===== config.mk =====
export PLATFORM = sky130hd
export DESIGN_NAME = transparent_key_blitter_flat
export DESIGN_NICKNAME = d
export VERILOG_FILES = /design/src/hw/rtl/tkb_pkg.sv /design/src/hw/rtl/tkb_in_if.sv /design/src/hw/rtl/tkb_out_if.sv /design/src/hw/rtl/tkb_addr.sv /design/src/hw/rtl/transparent_key_blitter.sv /design/src/flat_wrapper.sv
export SDC_FILE = /design/constraint.sdc
export NUM_CORES = 2
export LEC_CHECK = 0
export ABC_AREA = 1
export BUFFER_PORTS_ARGS = -buffer_cell sky130_fd_sc_hd__buf_2
export CORE_ASPECT_RATIO = 1.25
export CORE_MARGIN = 8
export CORE_UTILIZATION = 47
export DETAILED_ROUTE_END_ITERATION = 7
export PLACE_DENSITY_LB_ADDON = 0.12
export SLEW_MARGIN = 20
export SYNTH_ARGS = -nofsm -noshare
export SYNTH_HDL_FRONTEND = slang
export SYNTH_SLANG_ARGS = --single-unit

===== constraint.sdc =====
create_clock -name clk_i -period 13.23 [get_ports clk_i]
set_input_delay 1.9845 -clock clk_i [delete_from_list [all_inputs] [get_ports clk_i]]
set_output_delay 1.9845 -clock clk_i [all_outputs]
set_load 0.005 [all_outputs]

===== src/hw/rtl/tkb_pkg.sv =====
// ----------------------------------------------------------------------------
// tkb_pkg
// Shared types and constants of the transparent-key pixel block transfer:
// register indexes, reset values, mode codes and the result record.
// ----------------------------------------------------------------------------
`default_nettype none

package tkb_pkg;

  // Configuration port geometry
  localparam int unsigned CfgIdxW  = 3;
  localparam int unsigned CfgDataW = 32;

  // Register indexes
  localparam logic [CfgIdxW-1:0] RegSrcOrigin  = 3'd0;
  localparam logic [CfgIdxW-1:0] RegDstOrigin  = 3'd1;
  localparam logic [CfgIdxW-1:0] RegSrcStride  = 3'd2;
  localparam logic [CfgIdxW-1:0] RegDstStride  = 3'd3;
  localparam logic [CfgIdxW-1:0] RegBlitWidth  = 3'd4;
  localparam logic [CfgIdxW-1:0] RegBlitHeight = 3'd5;
  localparam logic [CfgIdxW-1:0] RegBlitMode   = 3'd6;

  // Field widths
  localparam int unsigned AddrW  = 32;
  localparam int unsigned DimW   = 16;
  localparam int unsigned PixelW = 8;
  localparam int unsigned ModeW  = 2;

  // Reset value of both row strides
  localparam logic [DimW-1:0] StrideReset = 16'd320;

  // Transfer modes; the remaining codes never write
  localparam logic [ModeW-1:0] ModeCopy    = 2'd0;
  localparam logic [ModeW-1:0] ModeOverlay = 2'd1;

  // Transparent color in overlay mode
  localparam logic [PixelW-1:0] KeyColor = 8'd0;

  // One result transaction
  typedef struct packed {
    logic [AddrW-1:0]  src_addr;
    logic [AddrW-1:0]  dst_addr;
    logic [PixelW-1:0] pixel;
    logic              write_enable;
    logic              last;
  } result_t;

endpackage : tkb_pkg

`default_nettype wire


===== src/hw/rtl/tkb_in_if.sv =====
// ----------------------------------------------------------------------------
// tkb_in_if
// Source pixel channel: valid/ready handshake carrying one pixel.
// ----------------------------------------------------------------------------
`default_nettype none

interface tkb_in_if;

  logic                          valid;
  logic                          ready;
  logic [tkb_pkg::PixelW-1:0]    src_pixel;

  modport source (output valid, output src_pixel, input ready);
  modport sink   (input valid, input src_pixel, output ready);

endinterface : tkb_in_if

`default_nettype wire


===== src/hw/rtl/tkb_out_if.sv =====
// ----------------------------------------------------------------------------
// tkb_out_if
// Result channel: valid/ready handshake carrying addresses, pixel and flags.
// ----------------------------------------------------------------------------
`default_nettype none

interface tkb_out_if;

  logic                          valid;
  logic                          ready;
  logic [tkb_pkg::AddrW-1:0]     src_addr;
  logic [tkb_pkg::AddrW-1:0]     dst_addr;
  logic [tkb_pkg::PixelW-1:0]    pixel;
  logic                          write_enable;
  logic                          last;

  modport source (output valid, output src_addr, output dst_addr, output pixel,
                  output write_enable, output last, input ready);
  modport sink   (input valid, input src_addr, input dst_addr, input pixel,
                  input write_enable, input last, output ready);

endinterface : tkb_out_if

`default_nettype wire


===== src/hw/rtl/tkb_addr.sv =====
// ----------------------------------------------------------------------------
// tkb_addr
// Byte address of one pixel: x + (y + row) * stride + col, modulo 2^32.
// ----------------------------------------------------------------------------
`default_nettype none

module tkb_addr (
  input  wire logic [tkb_pkg::AddrW-1:0] origin_i,
  input  wire logic [tkb_pkg::DimW-1:0]  stride_i,
  input  wire logic [tkb_pkg::DimW-1:0]  row_i,
  input  wire logic [tkb_pkg::DimW-1:0]  col_i,
  output logic      [tkb_pkg::AddrW-1:0] addr_o
);
  import tkb_pkg::*;

  logic [DimW:0]       ypos;
  logic [2*DimW:0]     row_off;

  // Absolute row, one bit wider so the carry survives
  assign ypos    = {1'b0, origin_i[AddrW-1:DimW]} + {1'b0, row_i};
  assign row_off = ypos * {1'b0, stride_i};

  // Add column origin and column, wrap at the address width
  assign addr_o = row_off[AddrW-1:0]
                + {{(AddrW-DimW){1'b0}}, origin_i[DimW-1:0]}
                + {{(AddrW-DimW){1'b0}}, col_i};

endmodule : tkb_addr

`default_nettype wire


===== src/hw/rtl/transparent_key_blitter.sv =====
// ----------------------------------------------------------------------------
// transparent_key_blitter
// Pixel block transfer with a transparent color key: turns a stream of source
// pixels into source/destination byte addresses, pixel and write enable.
// ----------------------------------------------------------------------------
//
//  channel   dir   handshake     payload
//  pix_i     in    valid/ready   src_pixel[7:0]
//  res_o     out   valid/ready   src_addr[31:0] dst_addr[31:0] pixel[7:0]
//                                write_enable last
//  cfg       in    cfg_we_i      cfg_idx_i[2:0] cfg_wdata_i[31:0]
//
//  One pixel per cycle sustained while res_o is ready; each pixel passes the
//  position stage, then the result stage holding the multiplied addresses.
//  Reset clears the counters, the pipeline and loads the register defaults.
//  A stalled result stalls the position stage only when both stages are full.
//  With a zero width or height a pixel is taken and dropped.
// ----------------------------------------------------------------------------
`default_nettype none

module transparent_key_blitter (
  input  wire logic                          clk_i,
  input  wire logic                          rst_ni,
  input  wire logic                          cfg_we_i,
  input  wire logic [tkb_pkg::CfgIdxW-1:0]   cfg_idx_i,
  input  wire logic [tkb_pkg::CfgDataW-1:0]  cfg_wdata_i,
  tkb_in_if.sink                             pix_i,
  tkb_out_if.source                          res_o
);
  import tkb_pkg::*;

  // Configuration registers
  logic [AddrW-1:0] src_origin_q, dst_origin_q;
  logic [DimW-1:0]  src_stride_q, dst_stride_q;
  logic [DimW-1:0]  blit_width_q, blit_height_q;
  logic [ModeW-1:0] blit_mode_q;

  // Position counters
  logic [DimW-1:0]  col_rem_q, col_rem_d;
  logic [DimW-1:0]  row_q, row_d;

  // Position stage
  logic             s1_valid_q;
  logic [DimW-1:0]  s1_row_q, s1_col_q;
  logic [PixelW-1:0] s1_pix_q;
  logic             s1_we_q, s1_last_q;

  // Result stage
  logic             out_valid_q;
  result_t          out_q;

  logic             in_fire, empty_blk, out_load, s1_load;
  logic [DimW-1:0]  cur_rem, cur_col, row_inc;
  logic             cur_last, cur_we;
  logic [AddrW-1:0] src_addr, dst_addr;

  // Write configuration registers
  always_ff @(posedge clk_i or negedge rst_ni) begin
    if (!rst_ni) begin
      src_origin_q  <= '0;
      dst_origin_q  <= '0;
      src_stride_q  <= StrideReset;
      dst_stride_q  <= StrideReset;
      blit_width_q  <= '0;
      blit_height_q <= '0;
      blit_mode_q   <= ModeCopy;
    end else if (cfg_we_i) begin
      unique case (cfg_idx_i)
        RegSrcOrigin:  src_origin_q  <= cfg_wdata_i;
        RegDstOrigin:  dst_origin_q  <= cfg_wdata_i;
        RegSrcStride:  src_stride_q  <= cfg_wdata_i[DimW-1:0];
        RegDstStride:  dst_stride_q  <= cfg_wdata_i[DimW-1:0];
        RegBlitWidth:  blit_width_q  <= cfg_wdata_i[DimW-1:0];
        RegBlitHeight: blit_height_q <= cfg_wdata_i[DimW-1:0];
        RegBlitMode:   blit_mode_q   <= cfg_wdata_i[ModeW-1:0];
        default: ;
      endcase
    end
  end

  // Pipeline flow: result register frees when empty or taken
  assign out_load    = s1_valid_q && (!out_valid_q || res_o.ready);
  assign s1_load     = !s1_valid_q || out_load;
  assign pix_i.ready = s1_load;
  assign in_fire     = pix_i.valid && pix_i.ready;
  assign empty_blk   = (blit_width_q == '0) || (blit_height_q == '0);

  // Current column, next counters and end-of-block detection
  always_comb begin
    cur_rem   = (col_rem_q == '0) ? blit_width_q : col_rem_q;
    cur_col   = cur_rem - 1'b1;
    row_inc   = row_q + 1'b1;
    cur_last  = 1'b0;
    col_rem_d = col_rem_q;
    row_d     = row_q;
    if (in_fire) begin
      if (empty_blk) begin
        col_rem_d = '0;
        row_d     = '0;
      end else begin
        col_rem_d = cur_col;
        if (cur_col == '0) begin
          if ((row_inc == '0) || (row_inc >= blit_height_q)) begin
            cur_last = 1'b1;
            row_d    = '0;
          end else begin
            row_d = row_inc;
          end
        end
      end
    end
  end

  // Write enable per mode
  always_comb begin
    case (blit_mode_q)
      ModeCopy:    cur_we = 1'b1;
      ModeOverlay: cur_we = (pix_i.src_pixel != KeyColor);
      default:     cur_we = 1'b0;
    endcase
  end

  // Advance position counters
  always_ff @(posedge clk_i or negedge rst_ni) begin
    if (!rst_ni) begin
      col_rem_q <= '0;
      row_q     <= '0;
    end else begin
      col_rem_q <= col_rem_d;
      row_q     <= row_d;
    end
  end

  // Position stage: hold on stall, drop pixels of an empty block
  always_ff @(posedge clk_i or negedge rst_ni) begin
    if (!rst_ni) begin
      s1_valid_q <= 1'b0;
    end else if (s1_load) begin
      s1_valid_q <= in_fire && !empty_blk;
    end
  end

  always_ff @(posedge clk_i) begin
    if (in_fire) begin
      s1_row_q  <= row_q;
      s1_col_q  <= cur_col;
      s1_pix_q  <= pix_i.src_pixel;
      s1_we_q   <= cur_we;
      s1_last_q <= cur_last;
    end
  end

  // Address units for both bitmaps
  tkb_addr u_src_addr (
    .origin_i (src_origin_q),
    .stride_i (src_stride_q),
    .row_i    (s1_row_q),
    .col_i    (s1_col_q),
    .addr_o   (src_addr)
  );

  tkb_addr u_dst_addr (
    .origin_i (dst_origin_q),
    .stride_i (dst_stride_q),
    .row_i    (s1_row_q),
    .col_i    (s1_col_q),
    .addr_o   (dst_addr)
  );

  // Result register: load on advance, clear once the transaction is taken
  always_ff @(posedge clk_i or negedge rst_ni) begin
    if (!rst_ni) begin
      out_valid_q <= 1'b0;
    end else if (out_load) begin
      out_valid_q <= 1'b1;
    end else if (res_o.ready) begin
      out_valid_q <= 1'b0;
    end
  end

  always_ff @(posedge clk_i) begin
    if (out_load) begin
      out_q.src_addr     <= src_addr;
      out_q.dst_addr     <= dst_addr;
      out_q.pixel        <= s1_pix_q;
      out_q.write_enable <= s1_we_q;
      out_q.last         <= s1_last_q;
    end
  end

  // Drive result channel
  assign res_o.valid        = out_valid_q;
  assign res_o.src_addr     = out_q.src_addr;
  assign res_o.dst_addr     = out_q.dst_addr;
  assign res_o.pixel        = out_q.pixel;
  assign res_o.write_enable = out_q.write_enable;
  assign res_o.last         = out_q.last;

endmodule : transparent_key_blitter

`default_nettype wire

===== src/flat_wrapper.sv =====
// flat-port wrapper written by rule: the top's interface ports become plain ports
module transparent_key_blitter_flat import tkb_pkg::*;
  (clk_i, rst_ni, cfg_we_i, cfg_idx_i, cfg_wdata_i, pix_i_valid, pix_i_src_pixel, pix_i_ready, res_o_valid, res_o_src_addr, res_o_dst_addr, res_o_pixel, res_o_write_enable, res_o_last, res_o_ready);
  tkb_in_if pix_i_i ();
  tkb_out_if res_o_i ();
  input  wire logic clk_i;
  input  wire logic rst_ni;
  input  wire logic cfg_we_i;
  input  wire logic [tkb_pkg::CfgIdxW-1:0] cfg_idx_i;
  input  wire logic [tkb_pkg::CfgDataW-1:0] cfg_wdata_i;
  input wire logic [$bits(pix_i_i.valid)-1:0] pix_i_valid;
  input wire logic [$bits(pix_i_i.src_pixel)-1:0] pix_i_src_pixel;
  output wire logic [$bits(pix_i_i.ready)-1:0] pix_i_ready;
  output wire logic [$bits(res_o_i.valid)-1:0] res_o_valid;
  output wire logic [$bits(res_o_i.src_addr)-1:0] res_o_src_addr;
  output wire logic [$bits(res_o_i.dst_addr)-1:0] res_o_dst_addr;
  output wire logic [$bits(res_o_i.pixel)-1:0] res_o_pixel;
  output wire logic [$bits(res_o_i.write_enable)-1:0] res_o_write_enable;
  output wire logic [$bits(res_o_i.last)-1:0] res_o_last;
  input wire logic [$bits(res_o_i.ready)-1:0] res_o_ready;
  assign pix_i_i.valid = pix_i_valid;
  assign pix_i_i.src_pixel = pix_i_src_pixel;
  assign pix_i_ready = pix_i_i.ready;
  assign res_o_valid = res_o_i.valid;
  assign res_o_src_addr = res_o_i.src_addr;
  assign res_o_dst_addr = res_o_i.dst_addr;
  assign res_o_pixel = res_o_i.pixel;
  assign res_o_write_enable = res_o_i.write_enable;
  assign res_o_last = res_o_i.last;
  assign res_o_i.ready = res_o_ready;
  transparent_key_blitter u_core (.clk_i(clk_i), .rst_ni(rst_ni), .cfg_we_i(cfg_we_i), .cfg_idx_i(cfg_idx_i), .cfg_wdata_i(cfg_wdata_i), .pix_i(pix_i_i), .res_o(res_o_i));
endmodule

==> impl_metrics.ini <==
[run_status]
status = complete, no violations

[logic_synthesis]
synth_edf_count = 116
avgSynthCellArea_um2 = 8.69
yosys_warnings = 0
synth_top_area_cell = fa_1
synth.top_cell.area_share_pct = 30.2
ys_types = 51
synthTopCellsByArea = fa_1 30%, dfrtp_1 13%, edfxtp_1 11%
seq_area_frac_synth_pct = 23.9
syn_nets = 4443
synthFlopType = dfrtp_1
ys_ff_latch = 280
synthCells = 3660
postSynth.asyncResetShare_pct = 58.6
syn_area_mm2 = 0.0318

[sta]
rsz0062_at_grt = no
min_period_ns = 8.44
relSlewSlack_pct = 28.5
fin_ws_ns = 4.79
tightest_slew_ns = 1.07
max_freq_mhz = 118
hold_violations = 0
setup_viol = 0
tns_ns = 0
skew_ns = 0.0148
period_share_pct = 63.8
slew_viol_final = 0

[cts]
cts_made_buffers = 34
clkTransAtPathRegs_ns = 0.06
post-cts-setup-buffers = 0
cts_buffer_depth = 3
hold_buffers = 0
cts_resized = 0
root_buffer = clkbuf_16
insertion_delay_ns = 0.55
cts_sinks = 280
cts_tree = built
htreeDepth = 2

[route]
via_count = 23900
drt-initial-drc-count = 1553
drc = 0
postRouteAntennaNets = 0
wl_per_cell_um = 19.2
post_drt_via_cell_ratio = 5.15
wirelength_mm = 89.0
dr.pass1.iters = 6

[global_routing]
antenna_found_initial = 3
grt.total_usage_pct = 23.9
overflow = 0
grt_max_degree = 93
grt_pass1_vias = 25700
grt_pass1_wl_mm = 143

[die]
ios = 124
rows = 106
initial_core_util_pct = 47.5
die_x_um = 249
core_region_area_mm2 = 0.0670
die-height_um = 307
dieArea_mm2 = 0.0763

[cells_and_area]
synthToLayoutAreaGrowth_pct = 7.89
drive_above_1_share_pct = 6.82
final_area_mm2 = 0.0343
nets = 4527

[critical_path]
start_kind = flop
critical_path_class = reg -> reg
critPathArrivalTime_ns = 8.73
end_kind = flop
max_stage_delay_ns = 0.51
cp_max_fo = 10
r2r_setup_slack_ns = 4.79
worst_path_max_delay_cell = fa_1
crit_top_cell = inv_1
cp.required_ns = 13.52

[job]
drv_cap = 0

[worst_hold_path]
hp-class = reg -> reg

[placed_design]
placed_area_mm2 = 0.0333
place_ws_ns = 4.79
hpwl_mm = 73.3
numPortBuffers = 123
finalWeightedCongestion = 0.938
==> critical path: cells and delay by family (launching register included) <==
kind                       cells  cell delay (ns)
buffers and inverters          9             0.81
xor gates and xnor gates       2             0.56
and+or+nand+nor                7             0.79
AOI/OAI and AO/OA             10             2.06
adders and majority gates      9             3.61
DFF                            1             0.37
==> final timing paths <==
path / startpoint / end / cells after the start
hold reg to reg: u_core.s1_pix_q[0]$_DFFE_PP_ / u_core.res_o.pixel[0]$_DFFE_PP_ / 0
setup / recovery: u_core.s1_row_q[0]$_DFFE_PP_ / u_core.res_o.dst_addr[29]$_DFFE_PP_ / 37
max in group asynchronous: rst_ni / u_core.src_origin_q[4]$_DFFE_PN0P_ / 2
hold / removal: u_core.s1_pix_q[0]$_DFFE_PP_ / u_core.res_o.pixel[0]$_DFFE_PP_ / 0
setup reg to reg: u_core.s1_row_q[0]$_DFFE_PP_ / u_core.res_o.dst_addr[29]$_DFFE_PP_ / 37
min in group asynchronous: rst_ni / u_core.row_q[13]$_DFFE_PN0P_ / 1
==> cell usage after synthesis (all sizes together) (17+ instances only) <==
| cell | number |
|---|---|
| xor2 | 65 |
| nor2 | 350 |
| xnor2 | 23 |
| inv | 882 |
| clkbuf | 86 |
| clkinv | 17 |
| or2 | 26 |
| ha | 255 |
| nand2 | 698 |
| fa | 480 |
| dfrtp | 160 |
| o21ai | 175 |
| a21oi | 100 |
| nand4 | 21 |
| edfxtp | 116 |
| nor3 | 19 |
| nand3 | 99 |
==> kinds of logic (layout without fill, tap and decap cells) <==
kind of cell | after synthesis | count (layout) | synth area share [%]
and+or+nand+nor | 1233 | 1233 | 16.0
xor gates and xnor gates | 88 | 88 | 2.45
DFF | 280 | 280 | 23.9
AOI/OAI and AO/OA | 335 | 335 | 5.69
buffers and inverters | 989 | 1098 | 11.7
adders and majority gates | 735 | 735 | 40.2
other | 0 | 1 | 0
==> layout by cell type (no fill, tap or decap), types with 5 or more instances in the layout <==
cell type    n
a211oi_1     5
a21o_1       7
a21oi_1     99
a31oi_1      9
buf_2      122
buf_4       15
clkbuf_1     9
clkbuf_16   34
clkinv_1    19
clkinv_2     6
dfrtp_1    160
edfxtp_1   116
fa_1       480
ha_1       255
inv_1      878
nand2_1    685
nand2_2      6
nand2_4      7
nand3_1     95
nand4_1     21
nor2_1     338
nor2_2       8
nor3_1      17
nor4_1      15
o21a_1       7
o21ai_0    171
o22ai_1     15
or2_2       26
xnor2_1     23
xor2_1      64
==> flip-flops by register name, indices dropped and copies added (netlist names), 16 cells and up <==
register and count:
u_core.blit_width_q 16, u_core.row_q 16, u_core.src_stride_q 16, u_core.src_origin_q 32, u_core.dst_origin_q 32, u_core.res_o.src_addr 32
u_core.col_rem_q 16, u_core.res_o.dst_addr 32, u_core.s1_col_q 16, u_core.s1_row_q 16, u_core.blit_height_q 16, u_core.dst_stride_q 16
==> final cells by class <==
class	instances	area (um2)
repair buffers	138	734
fillers	6522	32600
clock buffers	43	885
inverters	899	3370
flip-flops and latches	280	7590
multi-input cells	2391	20500
diodes	1	2.50
clock inverters	18	143
well taps	864	1080
==> through the flow <==
stage,utilization [%],std cells,hold slack [ns]
after floorplan,-,3660,0.400
after global placement,49.7,4572,0.401
after detailed placement,49.7,4572,0.406
after CTS,51.2,4633,0.419
after global routing,51.2,4633,0.427
final,51.3,4634,0.418
==> routing by layer <==
| layer | global-route usage, % | routed length [um] | share of wire, % |
|---|---|---|---|
| met5 | 0 | 9 | 0.010 |
| met4 | 11.9 | 4970 | 5.6 |
| met3 | 3.20 | 4540 | 5.1 |
| met2 | 42.9 | 44700 | 50 |
| met1 | 28.0 | 34700 | 39 |
Power is left out: the tool's default activity adds up to more than one toggle a clock period on the data nets, which glitch-free logic cannot reach.
